[config.mk]
export PLATFORM = sky130hd
export DESIGN_NAME = bsd_out
export DESIGN_NICKNAME = d
export VERILOG_FILES = /design/src/rtl/bsd_pkg.sv /design/src/rtl/bsd_out.sv
export SDC_FILE = /design/constraint.sdc
export NUM_CORES = 1
export LEC_CHECK = 0
export ABC_CLOCK_PERIOD_IN_PS = 5090
export BUFFER_PORTS_ARGS = -buffer_cell sky130_fd_sc_hd__buf_2
export CORE_ASPECT_RATIO = 0.75
export CORE_MARGIN = 5
export CORE_UTILIZATION = 50
export DETAILED_ROUTE_END_ITERATION = 7
export GPL_TIMING_DRIVEN = 0
export PLACE_DENSITY = 0.74
export SETUP_SLACK_MARGIN = 0.3
export SYNTH_ARGS = -nofsm -noshare
export SYNTH_HDL_FRONTEND = slang
export SYNTH_SLANG_ARGS = --single-unit
[constraint.sdc]
create_clock -name clk -period 5.09 [get_ports clk]
set_clock_uncertainty 0.1 [all_clocks]
set_input_delay 1.018 -clock clk [delete_from_list [all_inputs] [get_ports clk]]
set_output_delay 1.018 -clock clk [all_outputs]
set_load 0.05 [all_outputs]
[src/rtl/bsd_pkg.sv]
`timescale 1ns / 1ps
`default_nettype none
// ----------------------------------------------------------------------------
// bsd_pkg
// Shared widths, register indexes and types of the box distance pipeline.
// ----------------------------------------------------------------------------
package bsd_pkg;

  localparam int DIMENSIONS_DEFAULT    = 3;
  localparam int FRACTION_BITS_DEFAULT = 16;

  localparam int COORD_W     = 32;
  localparam int DELTA_W     = COORD_W + 1;
  localparam int CLAMP_W     = COORD_W - 1;
  localparam int SQ_W        = 2 * CLAMP_W;
  localparam int RES_W       = COORD_W + 2;
  localparam int CFG_INDEX_W = 3;

  localparam logic [CFG_INDEX_W-1:0] REG_LOW_X        = 3'd0;
  localparam logic [CFG_INDEX_W-1:0] REG_HIGH_X       = 3'd3;
  localparam logic [CFG_INDEX_W-1:0] REG_FLUID_INSIDE = 3'd6;

  typedef logic signed [COORD_W-1:0] coord_t;
  typedef logic signed [DELTA_W-1:0] delta_t;

  // Per-item sideband that rides along the root pipeline.
  typedef struct packed {
    logic   any_pos;
    logic   too_long;
    delta_t largest;
  } side_t;

endpackage
`default_nettype wire

[src/rtl/bsd_out.sv]
`timescale 1ns / 1ps
`default_nettype none
// ----------------------------------------------------------------------------
// bsd_out
// Final select, sign and saturation, then output register with skid stage.
// ----------------------------------------------------------------------------
module bsd_out import bsd_pkg::*; #(
  parameter  int DIMENSIONS = DIMENSIONS_DEFAULT,
  localparam int SUM_W      = SQ_W + $clog2(DIMENSIONS),
  localparam int ROOT_W     = (SUM_W + 1) / 2
) (
  input  wire logic              clk,
  input  wire logic              rst,
  input  wire logic              in_valid,
  input  wire logic [ROOT_W-1:0] root,
  input  wire side_t             side,
  input  wire logic              fluid_inside,
  output logic                   pipe_en,
  output logic                   out_valid,
  input  wire logic              out_ready,
  output coord_t                 distance
);

  localparam logic signed [RES_W-1:0] LIMIT   = RES_W'(1) <<< (COORD_W - 1);
  localparam logic signed [RES_W-1:0] SAT_MAX = LIMIT - RES_W'(1);
  localparam logic signed [RES_W-1:0] SAT_MIN = -LIMIT;

  logic signed [RES_W-1:0] length;
  logic signed [RES_W-1:0] signed_res;
  coord_t                  res;
  logic                    skid_valid;
  coord_t                  skid_data;
  logic                    push;
  logic                    pop;

  always_comb begin
    if (side.too_long || ($signed(RES_W'(root)) > LIMIT)) length = LIMIT;
    else length = $signed(RES_W'(root));
    signed_res = side.any_pos ? length : RES_W'(side.largest);
    if (!fluid_inside) signed_res = -signed_res;
    if (signed_res > SAT_MAX) res = coord_t'(SAT_MAX);
    else if (signed_res < SAT_MIN) res = coord_t'(SAT_MIN);
    else res = signed_res[COORD_W-1:0];
  end

  assign pipe_en = !skid_valid;
  assign push    = in_valid && pipe_en;
  assign pop     = out_valid && out_ready;

  always_ff @(posedge clk) begin
    if (rst) begin
      out_valid  <= 1'b0;
      skid_valid <= 1'b0;
    end else if (pop) begin
      if (skid_valid) begin
        distance   <= skid_data;
        skid_valid <= 1'b0;
      end else begin
        out_valid <= push;
        if (push) distance <= res;
      end
    end else if (!out_valid) begin
      out_valid <= push;
      if (push) distance <= res;
    end else if (push) begin
      skid_data  <= res;
      skid_valid <= 1'b1;
    end
  end

endmodule
`default_nettype wire

**Yosys cells after proc, flatten, opt, wreduce, memory -nomap -nowiden**

Index checks and enable logic that the tools add are counted.

- Register bits: 66
- Input port bits: 72
- Output and inout port bits: 34
- Logic and storage cells: 32

- Add/sub/neg operators: 1
- $lt $le $gt $ge: 3
- Equal/unequal tests: 2
- Muxes and demuxes: 12
- Bitwise logic cells: 2
- Reduce and logical (&&, ||, !) cells: 8

Operators with widths:

| kind | number |
|---|---|
| two-way mux 32 bit | 7 |
| two-way mux 34 bit | 2 |
| greater-than comparator 34 x 32 -> 1 bit (second input constant) | 1 |
| < comparator 34 x 32 -> 1 bit (second input constant) | 1 |
| negator 34 bit | 1 |
| greater-than comparator 32 bit (second input constant) | 1 |
| AND reduction 2 bit | 2 |
| AND reduction 4 bit | 1 |
| two-way mux 1 bit | 3 |
| logical AND 1 bit | 2 |
| != test 2 x 1 -> 1 bit (second input constant) | 1 |
| != test 2 bit (second input constant) | 1 |
| inverter 1 bit | 2 |
| OR reduction 2 bit | 1 |
| zero test 1 bit | 1 |
| logical OR 1 bit | 1 |

**Longest topological paths before layout**

Gate-level depths: netlist (run 1).

- Depth after elaboration: 12
- Mapped depth: 16
- Depth with buffers taken out: 14

**Worst setup path before layout (run 1)**

OpenSTA, ideal clock, no wires.

- Path type: input port to flip-flop
- From: in in_valid
- To: reg skid_data[0] (enable)
- Setup time: 0.512 ns
- Arrival: 4.799 ns
- Data required time: 4.478 ns
- Setup slack: -0.321 ns
- Stages: 3
- Path buffers: 1
- Cell sequence: nand2_1 > clkbuf_1 > nor4b_1

- Word-level cells in the longest chain between the ends: 2

RTL lines:

| item | line | text |
|---|---|---|
| start, declared | bsd_out.sv:14 | `input wire logic in_valid,` |
| logical AND 1 bit | bsd_out.sv:47 | `assign push = in_valid && pipe_en;` |
| AND reduction 4 bit (no line) | - |  |
| end signal, assigned | bsd_out.sv:66 | `skid_data <= res;` |
| end, declared | bsd_out.sv:32 | `coord_t skid_data;` |

No other way between the ends.
A chain may end at the register's enable or synchronous reset.

**Final worst setup path (run 1)**

- From: in root[23]
- To: reg distance[23] (data pin)

- Word-level cells in the longest chain between the ends: 12
- Elaborated cells between the ends (all ways): 14
- Those cells by class: add/sub: 1; order compare: 3; mux: 9; reduce/logical: 1

RTL lines:

| item | line | text |
|---|---|---|
| start, declared | bsd_out.sv:15 | `input wire logic [ROOT_W-1:0] root,` |
| greater-than comparator 32 bit | bsd_out.sv:37 | `if (side.too_long \|\| ($signed(RES_W'(root)) > LIMIT)) length = LIMIT;` |
| logical OR 1 bit | bsd_out.sv:37 |  |
| two-way mux 32 bit (*) | bsd_out.sv:37 |  |
| two-way mux 34 bit (*) | bsd_out.sv:39 | `signed_res = side.any_pos ? length : RES_W'(side.largest);` |
| negator 34 bit | bsd_out.sv:40 | `if (!fluid_inside) signed_res = -signed_res;` |
| two-way mux 34 bit (*) | bsd_out.sv:40 |  |
| < comparator 34 x 32 -> 1 bit | bsd_out.sv:42 | `else if (signed_res < SAT_MIN) res = coord_t'(SAT_MIN);` |
| two-way mux 32 bit | bsd_out.sv:42 |  |
| two-way mux 32 bit (*) | bsd_out.sv:41 | `if (signed_res > SAT_MAX) res = coord_t'(SAT_MAX);` |
| named net res[23] | bsd_out.sv:30 | `coord_t res;` |
| two-way mux 32 bit (*) | bsd_out.sv:60, bsd_out.sv:64 |  |
| two-way mux 32 bit, on equally long branches | bsd_out.sv:62, bsd_out.sv:55 |  |
| two-way mux 32 bit (*) | bsd_out.sv:54 | `end else if (pop) begin` |
| end signal, assigned | bsd_out.sv:56 | `distance <= skid_data;` |
| end signal, assigned | bsd_out.sv:60 | `if (push) distance <= res;` |
| end signal, assigned | bsd_out.sv:64 | `if (push) distance <= res;` |
| end, declared | bsd_out.sv:21 | `output coord_t distance` |

The timed path passes the listed nets; every way through them passes the cells marked *. The select of a mux whose other input is x is not followed.

==> results_dict.tcl, run 1 <==
set metrics [dict create \
    path_cells "buf_2 -> nor4_4 -> nand4_1 -> o41a_1 -> nor2_4 -> a22oi_2 -> ha_1 -> o21ai_0 -> nor3_2 -> buf_4 -> and4_4 -> a41oi_4 -> xnor2_4 -> a21oi_4 -> buf_6 -> o21ai_2 -> o21a_1" \
    cts.htree.levels 3 \
    hold_path.class "reg2reg" \
    cp_num_cells 17 \
    crit_buf_inv 3 \
    synthFlopType "edfxtp_1" \
    synth_compound_area_share_pct 31.42 \
    power.total_uw 1834 \
    ys_seq_elements 66 \
    p_switching_uw 609.2 \
    tightest_slew_ns 0.8417 \
    status "finished clean" \
    place_area_um2 5510 \
    setup.worst_path.end_class "flop" \
    pwr-share-comb_pct 31.9 \
    grt_use_total_pct 27.38 \
    drtIter0Drc 464 \
    vias 4610 \
    grt_max_degree 19 \
    cts_tree "done" \
    cp-endpoint "distance[23]" \
    critPathLaunch "root[23]" \
    syn_to_final_growth_pct 26.39 \
    final_max_slew_viol_count 0 \
    r2r_setup_slack_ns 2.51 \
    clkPwrFrac_pct 31.2 \
    syn_inst 474 \
    fmax_mhz 210.4 \
    num_io_pins 106 \
    clock-sinks 66 \
    nNetsFinal 677 \
    rr_startpoint "skid_valid" \
    synth_top_family_by_area "compound AO/OA/AOI/OAI gates" \
    critPathTopFamily "compound AO/OA/AOI/OAI gates" \
    ir_worst_vdd_v 0.0003259 \
    final_cells 736 \
    core-area_um2 9159 \
    cts_inserted_buffers 9 \
    root_buffer "clkbuf_16" \
    crit_fanout 10 \
    die_width_um 122.6 \
    route.detailed.drc 0 \
    critPathMaxStageDelay_ns 0.49 \
    yosysSeqAreaShare_pct 41.30 \
    setup_viol 0 \
    ys_warn_count 0 \
    layout_min_cycle_time_ns 4.753 \
    postCtsHoldBufs 0 \
    crit_path_top_delay_cell "o41a_1" \
    dieArea_um2 11570 \
    synth_edf_count 64 \
    clkTransAtPathRegs_ns 0.05 \
    via_per_inst 6.264 \
    routedWlPerCell_um 21.42 \
    drv_cap 0 \
    worstRegToRegCells 6 \
    dpl.cell_count 708 \
    finalHoldViolCount 0 \
    netSwitchingFraction_pct 33.21 \
    fp.dieH_um 94.42 \
    synth_mux_area_share_pct 0.8428 \
    rows 30 \
    overflow 0 \
    crit_path_start_kind "input pin" \
    critPathKind "in2reg" \
    ant_nets 0 \
    ys_types 67 \
    seqPwrFrac_pct 36.8 \
    arrival_ns 4.73 \
    syn_avg_cell_area_um2 10.02 \
    syn_area_um2 4751 \
    portBuffers 103 \
    rsz0062_at_grt "true" \
    grt_first_pass_wirelength_um 24070 \
    r2r_end "skid_data[6]" \
    cellPowerDensity_nw_per_um2 305.5 \
    dpl_worst_slack_ns -0.9890 \
    required_ns 5.06 \
    dr.pass1.iters 5 \
    slew_headroom_pct 43.65 \
    min_from "skid_valid" \
    synth-adder-area-share_pct 0.2634 \
    synth-xor-area-share_pct 7.164 \
    ctsLongestPathBuffers 2 \
    leakagePower_uw 0.002229 \
    internal-power_uw 1225 \
    yosysTopAreaCell "edfxtp_1" \
    ys_async_sr_fraction_pct 0 \
    antenna_found_initial 0 \
    post_route_cells_drive_above_1_share_pct 33.72 \
    dp_hpwl_um 12070 \
    synth.area.top_cells "edfxtp_1 (40%), xor2_1 (3.9%), o22a_1 (3.7%)" \
    final.setup.worst_slack_ns 0.3371 \
    min_period_over_period_pct 93.38 \
    yosys.area_share.simple_pct 14.62 \
    clkLatencyLatePin_ns 0.33 \
    final_core_util_pct 65.56 \
    start_util_pct 51.87 \
    synth_top_area_share_pct 40.45 \
    first_global_vias 4425 \
    wl_um 15770 \
    syn_nets 547 \
    stdcell_area_um2 6005 \
    gp_congestion 0.9696 \
    n_antenna_cell 0 \
]
==> worst reg2reg max path, stage by stage, from the launching register on <==
cell      delay [ns]
dfxtp_1         0.35
inv_1           0.08
nand2_1         0.17
clkbuf_1        0.37
nor4b_4         0.80
buf_8           0.25
buf_8           0.17
==> placed cells by master, fill, tap and decap left out, types with 4 or more instances in the layout <==
cell and n:
a22o_1 4, buf_4 15, a31oi_1 12, xnor2_1 11
clkbuf_1 16, nand2_1 38, inv_1 7, xor2_1 20
a2bb2oi_1 10, and3_1 10, clkbuf_16 9, edfxtp_1 64
a211oi_2 7, a21oi_1 33, o31ai_1 4, buf_2 107
o21a_1 18, nor2b_1 4, mux2i_1 4, a21oi_2 8
buf_6 4, nor4_1 5, o21ai_0 17, nor3_1 6
o22a_1 20, or3_1 4, o22ai_1 17, nand3_1 6
o21ai_2 11, nor2_1 33
==> how the worst min path moves through the flow <==
stage                             to  slack (ns)  cells after the start
after detailed placement  skid_valid        0.46                      2
after CTS                 skid_valid        0.47                      2
after floorplan           skid_valid        0.42                      2
final                     skid_valid        0.48                      2
after global routing      skid_valid        0.55                      2
after global placement    skid_valid        0.42                      1
==> cell usage after synthesis (9+ instances only) <==
cell type / instances
o22ai_1: 17
a21oi_1: 34
and3_1: 10
edfxtp_1: 64
a2bb2oi_1: 10
a31oi_1: 12
clkbuf_1: 18
nor3_1: 9
o22a_1: 20
a21oi_2: 9
xor2_1: 21
nand2_1: 38
nor2_1: 34
o21ai_2: 11
xnor2_1: 11
o21ai_0: 18
o21a_1: 18
==> final cells by class <==
type	count	area [µm²]
multi-input combinational	368	2708
tap	128	160.2
fill	770	3154
inverter	8	32.53
timing repair buffer	119	683.2
clock inverter	5	46.29
sequential	66	1962
buffer	32	183.9
clock buffer	10	229.0
==> power groups by stage <==
stage | registers [µW] | clock network [µW] | logic (µW)
finish | 675 | 573 | 586
global route | 678 | 607 | 622
floorplan | 780 | 0 | 293
CTS | 675 | 580 | 563
detailed placement | 685 | 0 | 550
global placement | 684 | 0 | 534
==> per-layer routing <==
| metal | global-route usage, % | vias up | wire length [µm] |
|---|---|---|---|
| li1 | - | 2114 | - |
| met1 | 39.28 | 2245 | 6974 |
| met2 | 41.79 | 227 | 7151 |
| met3 | 7.006 | 24 | 1419 |
| met4 | 6.244 | 0 | 221 |
| met5 | 0 | - | 0 |
==> cell families after synthesis <==
| family | after synthesis |
|---|---|
| buffers and inverters | 40 |
| AND/OR/NAND/NOR | 134 |
| AO/OA/AOI/OAI | 194 |
| XOR/XNOR | 35 |
| flip-flops | 66 |
| adder cells (fa/ha/maj) | 1 |
| multiplexers | 4 |
==> per-stage QoR <==
| step | setup TNS (ns) | hold slack, ns |
|---|---|---|
| 6_report | 0 | 0.4803 |
| 5_1_grt | 0 | 0.5477 |
| 4_1_cts | 0 | 0.4684 |
| 3_5_place_dp | -49.28 | 0.4600 |
| 3_3_place_gp | -53.24 | 0.4207 |
| 2_1_floorplan | 0 | 0.4201 |
==> sequential cells by signal, indices dropped and copies added, names as in the netlist <==
| register | count |
|---|---|
| distance | 32 |
| skid_data | 32 |
| skid_valid | 1 |
| out_valid | 1 |
==> repair_timing <==
| action | CTS | global route |
|---|---|---|
| setup buffers | 3 | 10 |
| gates resized for setup | 14 | 8 |
| hold endpoints to repair | 0 | 0 |
| pin swaps | 2 | 6 |
| setup endpoints to repair | 62 | 51 |
Note: power is estimated with default switching activity, not from simulation.
==> run 2: changes to the inputs <==
--- a/config.mk
+++ b/config.mk
@@ -6,13 +6,13 @@
 export NUM_CORES = 1
 export LEC_CHECK = 0
 export ABC_CLOCK_PERIOD_IN_PS = 5090
-export BUFFER_PORTS_ARGS = -buffer_cell sky130_fd_sc_hd__buf_2
 export CORE_ASPECT_RATIO = 0.75
 export CORE_MARGIN = 5
-export CORE_UTILIZATION = 50
+export CORE_UTILIZATION = 58
 export DETAILED_ROUTE_END_ITERATION = 7
+export DONT_BUFFER_PORTS = 1
 export GPL_TIMING_DRIVEN = 0
-export PLACE_DENSITY = 0.74
+export PLACE_DENSITY = 0.73
 export SETUP_SLACK_MARGIN = 0.3
 export SYNTH_ARGS = -nofsm -noshare
 export SYNTH_HDL_FRONTEND = slang
==> run 2 against run 1 <==
Compared with the run above: utilization up 1.5 points; first-iteration DRC count down 5.6%; sequential power up 15%; highest routed layer unchanged; worst setup slack better by 0.040 ns; worst hold slack better by 0.021 ns; die area down 13%; clock power down 13%; non-clock buffer count down 110; combinational power down 31%; global-route usage up 1.7 points.
==> results_dict.tcl, run 2 (synthesis gave the netlist of run 1 again) <==
set metrics [dict create \
    status "finished clean" \
    num_io_pins 106 \
    critPathKind "in2reg" \
    nNetsFinal 567 \
    finalHoldViolCount 0 \
    final_max_slew_viol_count 0 \
    fin_setup_tns_ns 0 \
    power.total_uw 1677 \
    clkTransAtPathRegs_ns 0.08 \
    portBuffers 0 \
    fp.dieH_um 88.38 \
    dpl_worst_slack_ns -0.5607 \
    rsz0062_at_grt "false" \
    routedWlPerCell_um 24.22 \
    crit_fanout 10 \
    syn_to_final_growth_pct 12.19 \
    start_util_pct 59.74 \
    post_route_cells_drive_above_1_share_pct 19.84 \
    grt_use_total_pct 29.05 \
    dieArea_um2 10120 \
    setup_viol 0 \
    final.setup.worst_slack_ns 0.3776 \
    fmax_mhz 212.2 \
    dpl.cell_count 582 \
    most-common-layout-cells "edfxtp_1 (64), nand2_1 (38), nor2_1 (33), a21oi_1 (33)" \
    postCtsHoldBufs 0 \
    fillers 612 \
    first_global_vias 4085 \
    arrival_ns 4.68 \
    min_period_over_period_pct 92.58 \
    final_cells 604 \
    overflow 0 \
    crit_path_start_kind "input pin" \
    ctsLongestPathBuffers 2 \
    gp_congestion 1.019 \
    reg_top3 "distance: 32 flops, skid_data: 32 flops" \
    core-area_um2 7953 \
    n_antenna_cell 0 \
    required_ns 5.06 \
    clkLatencyLatePin_ns 0.34 \
    dr.pass1.iters 5 \
    antenna_found_initial 0 \
    tightest_slew_ns 0.7289 \
    ant_nets 0 \
    vias 4177 \
    cts.htree.levels 3 \
    grt_first_pass_wirelength_um 22640 \
    cts_inserted_buffers 9 \
    grt_max_degree 18 \
    die_width_um 114.5 \
    route.detailed.drc 0 \
    ir_worst_vdd_v 0.0002393 \
    final_common_cell "edfxtp_1" \
    hold_path.class "reg2reg" \
    rows 28 \
    wl_um 14630 \
    layout_min_cycle_time_ns 4.712 \
    setup.worst_path.end_class "flop" \
    cts_tree "done" \
    slew_headroom_pct 51.34 \
    leakagePower_uw 0.001758 \
    dp_hpwl_um 11120 \
    cellPowerDensity_nw_per_um2 314.6 \
    drtIter0Drc 438 \
    via_per_inst 6.916 \
    root_buffer "clkbuf_8" \
    drv_cap 0 \
    clock-sinks 66 \
]
run 2: changes by cell type in the layout (fill, tap and decap cells not counted), sizes merged:
| cell | before | now |
|---|---|---|
| buf | 133 | 24 |
| clkbuf | 28 | 26 |
| clkinvlp | 0 | 1 |
| bufinv | 1 | 2 |
run 2: stage by stage:
stage               utilization [%]  hold WS, ns  cell area, µm²
finish                        67.02       0.5016            5330
global route                  67.02       0.5153            5330
CTS                           65.69       0.4737            5224
detailed placement            62.44       0.4589            4966
global placement              61.47       0.4414            4888
floorplan                         -       0.4201            4757
run 2: final timing paths:
path | startpoint | end | slack, ns | cells after the start
setup / recovery | root[21] | distance[10] | 0.38 | 16
hold / removal | skid_valid | skid_valid | 0.50 | 2
setup reg to reg | skid_valid | skid_data[17] | 2.37 | 5
hold reg to reg | skid_valid | skid_valid | 0.50 | 2
run 2: final cells by class:
type | count | area, µm² | area share (%)
Buffer | 32 | 183.9 | 3.451
Multi-Input combinational cell | 368 | 2688 | 50.42
Clock inverter | 7 | 102.6 | 1.925
Timing Repair Buffer | 9 | 102.6 | 1.925
Clock buffer | 9 | 123.9 | 2.324
Sequential cell | 66 | 1962 | 36.81
Inverter | 8 | 36.28 | 0.6808
Tap cell | 105 | 131.4 | 2.465
run 2: per-layer routing:
metal	track usage, %	part of all wire (%)	vias up
li1	-	-	1891
met1	39.82	41	2004
met2	45.48	47	248
met3	7.450	9.8	34
met4	9.493	2.1	0
met5	0	0	-
run 2: where the power goes:
part / switching (µW) / internal [µW]
clock network: 217 / 281
logic: 245 / 157
registers: 121 / 656
run 2: critical path: stages:
cell	delay, ns
nor4b_1	0.34
nand4_1	0.17
o41a_1	0.54
nor2_4	0.27
a22oi_2	0.14
ha_1	0.25
o21ai_0	0.15
nor3_2	0.08
buf_4	0.17
and4_4	0.21
a41oi_4	0.36
xnor2_4	0.20
o21ai_4	0.30
buf_8	0.19
buf_6	0.17
a31oi_2	0.10
run 2: what timing repair did:
action	4_1_cts	5_1_grt
buffers inserted	0	6
pin swaps	0	2
setup endpoints to repair	61	56
resized for setup	9	11
